<file path="config.mk">
export PLATFORM = sky130hd
export DESIGN_NAME = rptm_queue
export DESIGN_NICKNAME = d
export VERILOG_FILES = /design/src/rtl/core/rptm_queue.sv
export SDC_FILE = /design/constraint.sdc
export NUM_CORES = 1
export LEC_CHECK = 0
export ABC_AREA = 1
export BUFFER_PORTS_ARGS = -buffer_cell sky130_fd_sc_hd__buf_2
export CAP_MARGIN = 20
export CORE_MARGIN = 2
export CORE_UTILIZATION = 50
export DETAILED_ROUTE_END_ITERATION = 7
export GPL_ROUTABILITY_DRIVEN = 0
export HOLD_SLACK_MARGIN = 0.15
export PLACE_DENSITY = 0.73
export REMOVE_ABC_BUFFERS = 1
export SLEW_MARGIN = 20
export SYNTH_ARGS = -nofsm -noshare
export SYNTH_HDL_FRONTEND = slang
export SYNTH_SLANG_ARGS = --single-unit
</file>
<file path="constraint.sdc">
create_clock -name clk_i -period 1.91 [get_ports clk_i]
set_input_delay 0.191 -clock clk_i [delete_from_list [all_inputs] [get_ports clk_i]]
set_output_delay 0.191 -clock clk_i [all_outputs]
set_load 0.02 [all_outputs]
</file>
<file path="src/rtl/core/rptm_queue.sv">
// ----------------------------------------------------------------------------
// rptm_queue
// Short FIFO between the classifying front and the histogram back end.
// ----------------------------------------------------------------------------
module rptm_queue #(
  parameter int WIDTH = 40,
  parameter int DEPTH = 4
) (
  input  logic             clk_i,
  input  logic             rst_ni,
  input  logic             push_i,
  input  logic [WIDTH-1:0] push_data_i,
  output logic             not_full_o,
  input  logic             pop_i,
  output logic             empty_o,
  output logic [WIDTH-1:0] pop_data_o
);
  localparam int PtrW = (DEPTH > 1) ? $clog2(DEPTH) : 1;
  localparam int CntW = $clog2(DEPTH + 1);

  logic [WIDTH-1:0] slot_q [DEPTH];
  logic [PtrW-1:0]  wr_q, rd_q;
  logic [CntW-1:0]  cnt_q;

  function automatic logic [PtrW-1:0] bump(logic [PtrW-1:0] p);
    return (p == PtrW'(DEPTH - 1)) ? '0 : p + 1'b1;
  endfunction

  always_ff @(posedge clk_i or negedge rst_ni) begin
    if (!rst_ni) begin
      wr_q  <= '0;
      rd_q  <= '0;
      cnt_q <= '0;
    end else begin
      if (push_i) wr_q <= bump(wr_q);
      if (pop_i) rd_q <= bump(rd_q);
      if (push_i && !pop_i) cnt_q <= cnt_q + 1'b1;
      else if (pop_i && !push_i) cnt_q <= cnt_q - 1'b1;
    end
  end

  always_ff @(posedge clk_i) begin
    if (push_i) slot_q[wr_q] <= push_data_i;
  end

  assign not_full_o = (cnt_q != CntW'(DEPTH));
  assign empty_o    = (cnt_q == '0);
  assign pop_data_o = slot_q[rd_q];

endmodule

</file>
==> results.md <==
Critical path:
- The most critical setup path has its endpoint at pop_data_o[32].
- The worst register-to-register path has a setup slack of 510 ps.
- The required arrival time at the worst endpoint is 1720 ps.
- The critical register-to-register path startpoint is wr_q[0].
- The kind of cell adding the most delay to the critical path is buffers and inverters.
- Traced cell by cell, the critical path runs through clkinv_8 > clkbuf_16 > o211ai_1 > nand2_1 > buf_2.
- On the critical path, the stage with the largest delay is an instance of dfrtp_2.
- The kind of start point of the critical path is a flip-flop.
- The biggest cell delay along the critical path is 420 ps.
- The critical path depth in cells is 5.
- The data arrival time at the worst-slack endpoint is 1650 ps.
- The maximum fanout along the worst path is 28.
- The worst register-to-register path ends at slot_q[2][26].
- The kind of end point of the critical path is an output pin.
- The critical path starts at rd_q[0].
- The number of cells on the worst reg-to-reg path is 5.
- The number of buffer and inverter instances along the worst setup path is 3.
- The worst setup path category is reg2out.

Hold path:
- The min-delay analysis places its worst path in the category in2reg.

CTS:
- The latest clock arrival within the worst-skew pair is 410 ps.
- The clock buffer count from CTS is 17.
- Clock-pin slew was measured on the worst setup and hold paths at 60 ps.
- Counting every sink on the clock net gives 167.
- Counting along the longest clock path gives a buffer depth of 2.
- The CTS tree is built.
- The CTS H-tree depth is 4.
- The root buffer cell is clkbuf_16.

Global route:
- The first global-routing pass estimated 20700 µm of wire.
- The number of antenna violations at the first check in global routing is 0.
- Entering global routing, the biggest net connects 57 pins.
- The via count of the first global-routing pass is 4325.
- Global routing used 18.8% of the available tracks across all layers.
- The aggregate global routing overflow is 0.

Synthesis:
- Ranked by instance count, the synthesized netlist is headed by edfxtp_1, nand2_1, inv_1, o211ai_1, o211ai_2.
- After synthesis, the largest family of logic cells by area is compound AO/OA/AOI/OAI gates.
- The proportion of synthesized area in mux cells is 0%.
- In the post-synthesis netlist, the cell with the most instances is edfxtp_1.
- Of the total synthesized cell area, the portion taken by full adders, half adders and majority gates is 1.38%.
- The biggest area contributor in the post-synthesis netlist is edfxtp_1.
- Of the post-synthesis cell area, the dominant cell type holds 69.6%.
- The share of synthesized flip-flops with an asynchronous set or reset is 4.19%.
- The synthesized instance count is 520.
- Summing every instance area after synthesis gives 6900 µm².
- Sequential elements use 72.2% of the synthesized area.
- The number of flip-flops and latches in the synthesized netlist is 167.
- The unique cell type count in the Yosys netlist is 19.
- In the post-synthesis netlist, the biggest area contributors are edfxtp_1, nand2_1, o211ai_1.
- A synthesized cell averages 13.3 µm².
- The flip-flop cell with the highest count after synthesis is edfxtp_1.
- Of the total synthesized cell area, the portion taken by XOR and XNOR cells is 0.127%.
- The synthesized design contains 160 enable-type register cells.
- The basic-gate share of the synthesized area counting and, or, nand and nor cells is 7.80%.
- The number of warning messages in the yosys log is 0.
- Summing the areas of all compound-gate instances in the mapped netlist gives 10.7% of the synthesized area.

STA:
- The final setup violation count is 0.
- The number of hold violations in the final report is 0.
- The worst slew slack as a fraction of its limit is 74.0%.
- The highest attainable clock frequency is 0.544 GHz.
- For the pin with the worst max-slew slack, the measured transition is 389 ps.
- The worst path meets setup with 72.6 ps of slack.
- The post-route clock skew is 7.02 ps.
- The clock period minus final worst setup slack is 1840 ps.
- The final worst-path cycle share is 96.2%.
- The final count of pins violating max slew is 0.

Finish:
- The post-route netlist has 24.3% of its cells at a drive strength greater than 1.
- The non-filler instance count after layout is 850.
- The area growth from synthesis to layout is 26.5%.
- The repair_antennas step left the layout with diodes totalling 0.
- Summing all non-filler instances in the final layout gives an area of 8730 µm².
- The final layout contains 712 nets.

Power:
- The maximum vdd drop is 0.000672 V.
- In this run the power density over the cells is 1510 nW/µm².
- The leakage component of the power is 3.63 nW.

Floorplanning:
- The starting density of the core is 51.7%.
- The die extent in x is 121 µm.
- The placeable core region is 13300 µm².
- Pin placement for this block handled 86 I/O pins.
- The die height is 121 µm.
- The standard-cell row count is 42.
- The full die area is 14800 µm².

Place:
- During placement, the flow inserted port buffers numbering 85.
- The worst slack after detailed placement is 308 ps.
- In this run the cell area measured after placement is 7510 µm².
- The number of cells after detailed placement is 767.
- The detailed placement HPWL is 7560 µm.

Drt:
- The sum of routed wire length over all layers is 13300 µm.
- In the final routed layout, each cell accounts on average for 15.7 µm.
- The total vias in the final route is 4275.
- The count of TritonRoute iterations in the first routing pass is 4.
- The first routing iteration left 320 violations.
- Dividing the detail-routed via count by the number of cells gives 5.03.
- The count of nets left with antenna violations after detail routing is 0.
- In the routed design, unresolved DRC markers number 0.

Job:
- Max-cap violations in this run came to 0.

Status:
- The run finished with clean final reports.
through the flow:
stage	power, mW	TNS, ps	util [%]	hold slack, ps
after floorplan	7.69	-20670	-	-105
after global placement	9.10	0	56.3	40.4
after detailed placement	9.25	0	56.3	46.5
after CTS	13.2	-226	65.1	505
after global routing	13.9	-7.55	65.4	521
final	13.2	0	65.4	524
per-layer routing:
| layer | part of all wire, % | wire length [µm] | GRT usage (%) | up-vias |
|---|---|---|---|---|
| met3 | 5.2 | 688 | 4.37 | 10 |
| met2 | 50 | 6620 | 31.2 | 126 |
| met4 | 0.91 | 121 | 8.41 | 0 |
| met1 | 44 | 5890 | 23.6 | 2053 |
| met5 | 0 | 0 | 0 | - |
| li1 | - | - | - | 2086 |
area by class of cell:
cell class,count,area (µm²)
inverters,93,362
flip-flops and latches,167,4980
repair buffers,147,1130
clock inverters,14,230
repair inverters,1,3.75
multi-input cells,234,1380
clock buffers,18,429
fillers,975,4620
well taps,176,220
sequential cells by signal (all words and copies together) (netlist names):
| register | cells |
|---|---|
| cnt_q | 3 |
| rd_q | 2 |
| slot_q | 160 |
| wr_q | 2 |
worst register-to-register path, stage by stage, from the launching register on:
cell     delay, ps
dfrtp_1        410
inv_1          110
ha_1           160
nand2_1         60
inv_2           70
buf_12         250
timing repair:
action | 4_1_cts | 5_1_grt
endpoints found under the setup margin | 35 | 32
gates cloned | 2 | 1
endpoints found under the hold margin | 171 | 0
resized for setup | 5 | 5
hold buffers | 44 | 0
buffers inserted | 3 | 1
worst min-delay path by stage:
| stage | startpoint | to | slack (ps) | cells after the start |
|---|---|---|---|---|
| CTS | push_data_i[37] | slot_q[1][37] | 500 | 2 |
| global placement | rst_ni | cnt_q[0] | 40 | 1 |
| global route | push_data_i[31] | slot_q[3][31] | 520 | 2 |
| detailed placement | rst_ni | cnt_q[0] | 50 | 1 |
| floorplan | rst_ni | cnt_q[0] | -100 | 0 |
| finish | push_data_i[28] | slot_q[1][28] | 520 | 2 |
cell families after synthesis:
group | after synthesis
compound gates | 84
xor+xnor | 1
fa+ha+maj | 7
buf+inv | 119
flops | 167
simple gates | 142
layout by cell type, fill, tap and decap left out, drive strengths merged:
cell,n
o211ai,80
bufinv,6
clkbuf,19
nand3,1
o21ai,4
dfrtp,7
fa,1
nor3,1
dlygate4sd3,44
edfxtp,160
ha,6
nand4,1
clkinvlp,2
inv,93
nor2,3
buf,102
nand2,136
xnor2,1
clkinv,7
power breakdown:
group | internal [mW] | leakage [nW] | total, mW | switching [mW]
Sequential | 4.71 | 1.55 | 4.92 | 0.212
Clock | 2.44 | 0.315 | 3.76 | 1.31
Combinational | 1.57 | 1.77 | 4.55 | 2.98
Total | 8.72 | 3.63 | 13.2 | 4.51
(Power assumes the default switching activity.)
