===== src/rtl/core/rptm_pkg.sv =====
// ----------------------------------------------------------------------------
// rptm_pkg
// Shared types and constants of the ROI percentile threshold mask block.
// ----------------------------------------------------------------------------
package rptm_pkg;

  localparam int COORD_W    = 12;
  localparam int DIM_W      = 13;
  localparam int ROI_W      = 14;
  localparam int PCT_W      = 7;
  localparam int CFG_IDX_W  = 3;
  localparam int CFG_DATA_W = 14;
  localparam int CNT_W      = 25;
  localparam int NEED_W     = 32;
  localparam int ACC_W      = 33;
  localparam int SPAN_W     = 16;

  localparam logic [CNT_W-1:0] CNT_MAX  = {CNT_W{1'b1}};
  localparam logic [PCT_W-1:0] PCT_FULL = 7'd100;

  localparam logic [DIM_W-1:0] RST_IMAGE_DIM = 13'd4096;
  localparam logic [ROI_W-1:0] RST_ROI_FIRST = 14'd0;
  localparam logic [ROI_W-1:0] RST_ROI_LAST  = 14'd4095;
  localparam logic [PCT_W-1:0] RST_KEEP_PCT  = 7'd80;

  typedef enum logic [CFG_IDX_W-1:0] {
    CFG_IMAGE_WIDTH   = 3'd0,
    CFG_IMAGE_HEIGHT  = 3'd1,
    CFG_ROI_FIRST_COL = 3'd2,
    CFG_ROI_LAST_COL  = 3'd3,
    CFG_ROI_FIRST_ROW = 3'd4,
    CFG_ROI_LAST_ROW  = 3'd5,
    CFG_KEEP_PERCENT  = 3'd6
  } cfg_reg_e;

  typedef enum logic [1:0] {
    ITEM_HIST      = 2'd0,
    ITEM_HIST_LAST = 2'd1,
    ITEM_MASK      = 2'd2
  } item_kind_e;

  typedef struct packed {
    item_kind_e         kind;
    logic               roi_hit;
    logic [COORD_W-1:0] col;
    logic [COORD_W-1:0] row;
  } qentry_t;

  typedef enum logic [2:0] {
    ST_CLEAR,
    ST_RUN,
    ST_WAIT,
    ST_SCAN,
    ST_FLUSH,
    ST_REPORT
  } back_state_e;

endpackage


===== src/rtl/core/rptm_in_if.sv =====
// ----------------------------------------------------------------------------
// rptm_in_if
// Pixel request channel: valid, ready and one pixel with its position.
// ----------------------------------------------------------------------------
interface rptm_in_if #(
  parameter int VALUE_BITS = 12
) ();
  import rptm_pkg::*;

  logic                         valid;
  logic                         ready;
  logic                         func;
  logic signed [VALUE_BITS-1:0] pixel_value;
  logic [COORD_W-1:0]           column;
  logic [COORD_W-1:0]           row;
  logic                         frame_last;

  modport source (output valid, func, pixel_value, column, row, frame_last, input ready);
  modport sink   (input valid, func, pixel_value, column, row, frame_last, output ready);
endinterface


===== src/rtl/core/rptm_front.sv =====
// ----------------------------------------------------------------------------
// rptm_front
// Configuration registers, region clamp and request classification.
// ----------------------------------------------------------------------------
module rptm_front #(
  parameter int VALUE_BITS = 12,
  parameter int MAX_DIM    = 4096,
  parameter int QW         = 40
) (
  input  logic                            clk_i,
  input  logic                            rst_ni,
  rptm_in_if.sink                         in_ch,
  input  logic                            cfg_we_i,
  input  logic [rptm_pkg::CFG_IDX_W-1:0]  cfg_index_i,
  input  logic [rptm_pkg::CFG_DATA_W-1:0] cfg_data_i,
  input  logic                            block_i,
  input  logic                            push_ready_i,
  output logic                            push_o,
  output logic [QW-1:0]                   push_data_o,
  output logic [rptm_pkg::PCT_W-1:0]      keep_pct_o
);
  import rptm_pkg::*;

  typedef struct packed {
    logic signed [SPAN_W-1:0] lo;
    logic signed [SPAN_W-1:0] hi;
  } span_t;

  localparam logic signed [SPAN_W-1:0] DimCap = SPAN_W'(MAX_DIM);

  logic [DIM_W-1:0] width_q, height_q;
  logic [ROI_W-1:0] fcol_q, lcol_q, frow_q, lrow_q;
  logic [PCT_W-1:0] keep_q;

  span_t   col_span, row_span;
  logic    roi_hit;
  qentry_t entry;
  logic signed [SPAN_W-1:0] col_s, row_s;

  function automatic span_t clamp_span(logic [DIM_W-1:0] dim, logic [ROI_W-1:0] first,
                                       logic [ROI_W-1:0] last);
    logic signed [SPAN_W-1:0] lim, a, b, dim_s;
    span_t s;
    dim_s = $signed({{(SPAN_W-DIM_W){1'b0}}, dim});
    lim = (dim_s > DimCap) ? DimCap - 16'sd1 : dim_s - 16'sd1;
    a = $signed({{(SPAN_W-ROI_W){first[ROI_W-1]}}, first});
    b = $signed({{(SPAN_W-ROI_W){last[ROI_W-1]}}, last});
    if (a < 0) a = '0;
    if (a > lim) a = lim;
    if (b < 0) b = '0;
    if (b > lim) b = lim;
    if (b < a) b = a;
    s.lo = a;
    s.hi = b;
    return s;
  endfunction

  always_ff @(posedge clk_i or negedge rst_ni) begin
    if (!rst_ni) begin
      width_q  <= RST_IMAGE_DIM;
      height_q <= RST_IMAGE_DIM;
      fcol_q   <= RST_ROI_FIRST;
      lcol_q   <= RST_ROI_LAST;
      frow_q   <= RST_ROI_FIRST;
      lrow_q   <= RST_ROI_LAST;
      keep_q   <= RST_KEEP_PCT;
    end else if (cfg_we_i) begin
      unique case (cfg_index_i)
        CFG_IMAGE_WIDTH:   width_q  <= cfg_data_i[DIM_W-1:0];
        CFG_IMAGE_HEIGHT:  height_q <= cfg_data_i[DIM_W-1:0];
        CFG_ROI_FIRST_COL: fcol_q   <= cfg_data_i[ROI_W-1:0];
        CFG_ROI_LAST_COL:  lcol_q   <= cfg_data_i[ROI_W-1:0];
        CFG_ROI_FIRST_ROW: frow_q   <= cfg_data_i[ROI_W-1:0];
        CFG_ROI_LAST_ROW:  lrow_q   <= cfg_data_i[ROI_W-1:0];
        CFG_KEEP_PERCENT:  keep_q   <= cfg_data_i[PCT_W-1:0];
        default: ;
      endcase
    end
  end

  always_comb begin
    col_span = clamp_span(width_q, fcol_q, lcol_q);
    row_span = clamp_span(height_q, frow_q, lrow_q);
    col_s    = $signed({{(SPAN_W-COORD_W){1'b0}}, in_ch.column});
    row_s    = $signed({{(SPAN_W-COORD_W){1'b0}}, in_ch.row});
    roi_hit  = (col_s >= col_span.lo) && (col_s <= col_span.hi) &&
               (row_s >= row_span.lo) && (row_s <= row_span.hi);
    entry.kind    = in_ch.func ? ITEM_MASK : (in_ch.frame_last ? ITEM_HIST_LAST : ITEM_HIST);
    entry.roi_hit = roi_hit;
    entry.col     = in_ch.column;
    entry.row     = in_ch.row;
  end

  assign in_ch.ready = push_ready_i && !block_i;
  assign push_o      = in_ch.valid && in_ch.ready;
  assign push_data_o = {entry, in_ch.pixel_value};
  assign keep_pct_o  = (keep_q > PCT_FULL) ? PCT_FULL : keep_q;

endmodule


===== src/flat_wrapper.sv =====
// flat-port wrapper written by rule: the top's interface ports become plain ports
module rptm_front_flat import rptm_pkg::*;
#(
  parameter int VALUE_BITS = 12,
  parameter int MAX_DIM    = 4096,
  parameter int QW         = 40
)
  (clk_i, rst_ni, cfg_we_i, cfg_index_i, cfg_data_i, block_i, push_ready_i, push_o, push_data_o, keep_pct_o, in_ch_valid, in_ch_func, in_ch_pixel_value, in_ch_column, in_ch_row, in_ch_frame_last, in_ch_ready);
  rptm_in_if #(.VALUE_BITS(VALUE_BITS)) in_ch_i ();
  input  logic clk_i;
  input  logic rst_ni;
  input  logic cfg_we_i;
  input  logic [rptm_pkg::CFG_IDX_W-1:0] cfg_index_i;
  input  logic [rptm_pkg::CFG_DATA_W-1:0] cfg_data_i;
  input  logic block_i;
  input  logic push_ready_i;
  output logic push_o;
  output logic [QW-1:0] push_data_o;
  output logic [rptm_pkg::PCT_W-1:0] keep_pct_o;
  input wire logic [$bits(in_ch_i.valid)-1:0] in_ch_valid;
  input wire logic [$bits(in_ch_i.func)-1:0] in_ch_func;
  input wire logic [$bits(in_ch_i.pixel_value)-1:0] in_ch_pixel_value;
  input wire logic [$bits(in_ch_i.column)-1:0] in_ch_column;
  input wire logic [$bits(in_ch_i.row)-1:0] in_ch_row;
  input wire logic [$bits(in_ch_i.frame_last)-1:0] in_ch_frame_last;
  output wire logic [$bits(in_ch_i.ready)-1:0] in_ch_ready;
  assign in_ch_i.valid = in_ch_valid;
  assign in_ch_i.func = in_ch_func;
  assign in_ch_i.pixel_value = in_ch_pixel_value;
  assign in_ch_i.column = in_ch_column;
  assign in_ch_i.row = in_ch_row;
  assign in_ch_i.frame_last = in_ch_frame_last;
  assign in_ch_ready = in_ch_i.ready;
  rptm_front #(.VALUE_BITS(VALUE_BITS), .MAX_DIM(MAX_DIM), .QW(QW)) u_core (.clk_i(clk_i), .rst_ni(rst_ni), .in_ch(in_ch_i), .cfg_we_i(cfg_we_i), .cfg_index_i(cfg_index_i), .cfg_data_i(cfg_data_i), .block_i(block_i), .push_ready_i(push_ready_i), .push_o(push_o), .push_data_o(push_data_o), .keep_pct_o(keep_pct_o));
endmodule

===== config.mk =====
export PLATFORM = sky130hd
export DESIGN_NAME = rptm_front_flat
export DESIGN_NICKNAME = d
export VERILOG_FILES = /design/src/rtl/core/rptm_pkg.sv /design/src/rtl/core/rptm_in_if.sv /design/src/rtl/core/rptm_front.sv /design/src/flat_wrapper.sv
export SDC_FILE = /design/constraint.sdc
export NUM_CORES = 1
export LEC_CHECK = 0
export ABC_AREA = 0
export BUFFER_PORTS_ARGS = -buffer_cell sky130_fd_sc_hd__buf_4
export CORE_MARGIN = 3
export CORE_UTILIZATION = 27
export DETAILED_ROUTE_END_ITERATION = 16
export HOLD_SLACK_MARGIN = 0.05
export SLEW_MARGIN = 20
export SYNTH_ARGS = -nofsm -noshare
export SYNTH_HDL_FRONTEND = slang
export SYNTH_SLANG_ARGS = --single-unit

===== constraint.sdc =====
create_clock -name clk_i -period 11.8 [get_ports clk_i]
set_input_delay 0 -clock clk_i [delete_from_list [all_inputs] [get_ports clk_i]]
set_output_delay 0 -clock clk_i [all_outputs]
set_load 0.005 [all_outputs]

==> metrics <==
CTS tree yes; Arr. time, crit path between 9 and 10 ns; Sw Share about 43%; Final nets 1,150; chip width roughly 180 µm; Crit Path Category reg -> out; mapped cell area approximately 8500 µm²; final RePlAce weighted congestion 0.894; Net Count, Synth approximately 1,100; asr flop ratio synth 100%; Slew @ Worst Pin 1.02 ns; Syn Inst Count 917; Max clock buf depth 2; clock sink count 89; Initial DRT Pass Iterations 5; Residual DRC 0; worst min-delay path category in -> reg; hold_ws 0.0623 ns; largest net degree at the start of global routing 54; Setup TNS Final 0 ns; fraction of layout cells with a size suffix above 1 24.7%; Starting Density 27.6%; Clk pwr share 15.1%; sequential share of power 23.1%; Tot Pwr 1.95 mW; Finished Layout Cells 1,375; clk root buf clkbuf_16; RSZ-0062 raised after global routing false; Area growth, synth to finish 15.7%; Via density slightly below 5; grt ovf 0; dominant synthesized flop cell dfrtp_1; Reg2Reg Capture Point u_core.fcol_q[13]; TritonCTS Buffers 9; Hold Path End u_core.lrow_q[3]; hold buffer count at CTS 26; number of enable-type register cells in the synthesized netlist 0; DR WL/cell 16.5 µm; Critical Path Max Stage Delay 0.74 ns; Buffers on Ports 84; final wirelength roughly 23 mm; placed cells 1,332; Die H 183 µm; post-synthesis sequential area ratio 26.7%; clk_lat worst skew roughly 0.34 ns; final slew viol count 0; hold depth 2; first-pass GRT wire length 35.6 mm; Synth warnings 0; R2R cell count 2; cts repair resizes 0; CP required 11.80 ns; Max Clock Skew 0 ns; Lkg Pwr 4.47 nW; Critical-path top delay cell mux2i_2; initial DRC count 342; # Post-CTS Setup Buffers 0; initial antenna violation count 2; status complete, no violations; FF-to-FF setup slack 10.68 ns; final setup fails 0; post-detail-place hpwl approximately 18 mm; # IOs between 100 and 150; FMAX 106 MHz; Yosys reg bits 89; clock slew at reported path FFs 0.07 ns; vias in the first global route roughly 6,400; Final Hold Fails 0; Detail Route Antenna Nets 0; GRT Overall Usage 13.3%; FP Rows 64; Comb power frac 61.7%; maximum VDD drop 0.0783 mV; Int Pwr about 1.1 mW; r2r startpoint u_core.fcol_q[13]; vias 6,756; crit start category register; Max Cap Viol 0; slew margin rel. 31.2%; H-tree levels 3; PD cells 199 nW/µm²; core footprint 30,700 µm²; Final min period 9.40 ns; Yosys cell types between 60 and 70; Critical Path Fanout Max 23; critical path endpoint category output pin; Synth Area per Inst 9.25 µm²; net load switching power 0.841 mW; HP Start cfg_data_i[3]; Final Cycle Share about 80%; die area 33,600 µm²
[flip-flops by register name, summed over array words and instances (netlist names)]
signal / cells
u_core.fcol_q: 14
u_core.frow_q: 14
u_core.lcol_q: 14
u_core.lrow_q: 14
u_core.height_q: 13
u_core.width_q: 13
u_core.keep_q: 7
[worst max-delay path by stage]
stage	startpoint	end	slack, ns
5_1_grt	u_core.height_q[3]	push_data_o[36]	1.73
2_1_floorplan	u_core.width_q[0]	push_data_o[36]	3.81
6_report	u_core.width_q[0]	push_data_o[36]	2.40
4_1_cts	u_core.width_q[0]	push_data_o[36]	2.42
3_5_place_dp	u_core.width_q[0]	push_data_o[36]	2.84
3_3_place_gp	u_core.width_q[0]	push_data_o[36]	3.03
[routing by layer]
| metal | part of all wire [%] | vias to the layer above | track usage, % | wire, µm |
|---|---|---|---|---|
| met2 | 43 | 180 | 20.2 | 9630 |
| met1 | 52 | 3164 | 20.0 | 11800 |
| met5 | 0 | - | 0 | 0 |
| met4 | 1.1 | 0 | 3.20 | 257 |
| met3 | 4.1 | 16 | 1.51 | 938 |
| li1 | - | 3396 | - | - |
[layout by cell type (no fill, tap or decap), types with 23 or more instances in the layout]
master | synthesis | layout
dfrtp_1 | 61 | 61
o21a_1 | 23 | 23
inv_1 | 37 | 37
a21oi_1 | 36 | 36
buf_4 | 39 | 88
nor2_1 | 36 | 36
dlygate4sd3_1 | 0 | 26
a21o_1 | 27 | 27
mux2_2 | 92 | 92
o21ai_0 | 56 | 56
dfstp_2 | 28 | 28
nand2_1 | 68 | 68
nor2b_1 | 59 | 59
ha_1 | 116 | 116
[per-stage QoR]
stage | util, % | setup WS, ns | area, µm²
2_1_floorplan | - | 3.81 | 8480
3_3_place_gp | 30.0 | 3.03 | 9230
3_5_place_dp | 30.0 | 2.84 | 9230
4_1_cts | 31.9 | 2.42 | 9790
5_1_grt | 31.9 | 1.73 | 9810
6_report | 31.9 | 2.40 | 9810
[critical path, delay by kind of cell, from the launching register on]
kind / cells / cell delay, ns
adder cells (fa/ha/maj): 5 / 1.41
buffers and inverters: 4 / 0.49
flip-flops: 1 / 0.47
multiplexers: 2 / 1.03
AND/OR/NAND/NOR: 9 / 2.34
AO/OA/AOI/OAI: 19 / 3.28
[area by class of cell]
type / instances / area [µm²]
Sequential cell: 89 / 2260
Clock buffer: 10 / 229
Fill cell: 3206 / 20900
Clock inverter: 6 / 72.6
Antenna cell: 1 / 2.50
Timing Repair Buffer: 114 / 921
Tap cell: 396 / 495
Inverter: 37 / 139
Multi-Input combinational cell: 722 / 5690
[cells by family (layout without fill, tap and decap cells)]
kind of cell               count (synthesis)  count (layout)  share of synthesized area, %
and+or+nand+nor                          282             282                          17.9
other                                      1               2                        0.0442
AOI/OAI and AO/OA                        191             191                          14.9
xor gates and xnor gates                  17              17                          1.76
muxes                                    113             113                          14.8
DFF                                       89              89                          26.7
adders and majority gates                118             118                          17.4
buffers and inverters                    106             167                          6.61
[cell usage after synthesis, types with 23 or more instances]
| master | instances | area, µm² |
|---|---|---|
| dfstp_2 | 28 | 736 |
| a21o_1 | 27 | 203 |
| o21ai_0 | 56 | 280 |
| nor2_1 | 36 | 135 |
| ha_1 | 116 | 1450 |
| nand2_1 | 68 | 255 |
| o21a_1 | 23 | 173 |
| a21oi_1 | 36 | 180 |
| clkbuf_1 | 27 | 101 |
| buf_4 | 39 | 293 |
| mux2_2 | 92 | 1040 |
| inv_1 | 37 | 139 |
| dfrtp_1 | 61 | 1530 |
| nor2b_1 | 59 | 369 |
[power by group through the flow]
stage               sequential, mW  clock (mW)  combinational [mW]
finish                       0.451       0.295                1.20
floorplan                    0.427           0               0.931
CTS                          0.450       0.305                1.20
global route                 0.463       0.317                1.37
global placement             0.452           0                1.16
detailed placement           0.456           0                1.19
Power figures use the tool's default switching activity.
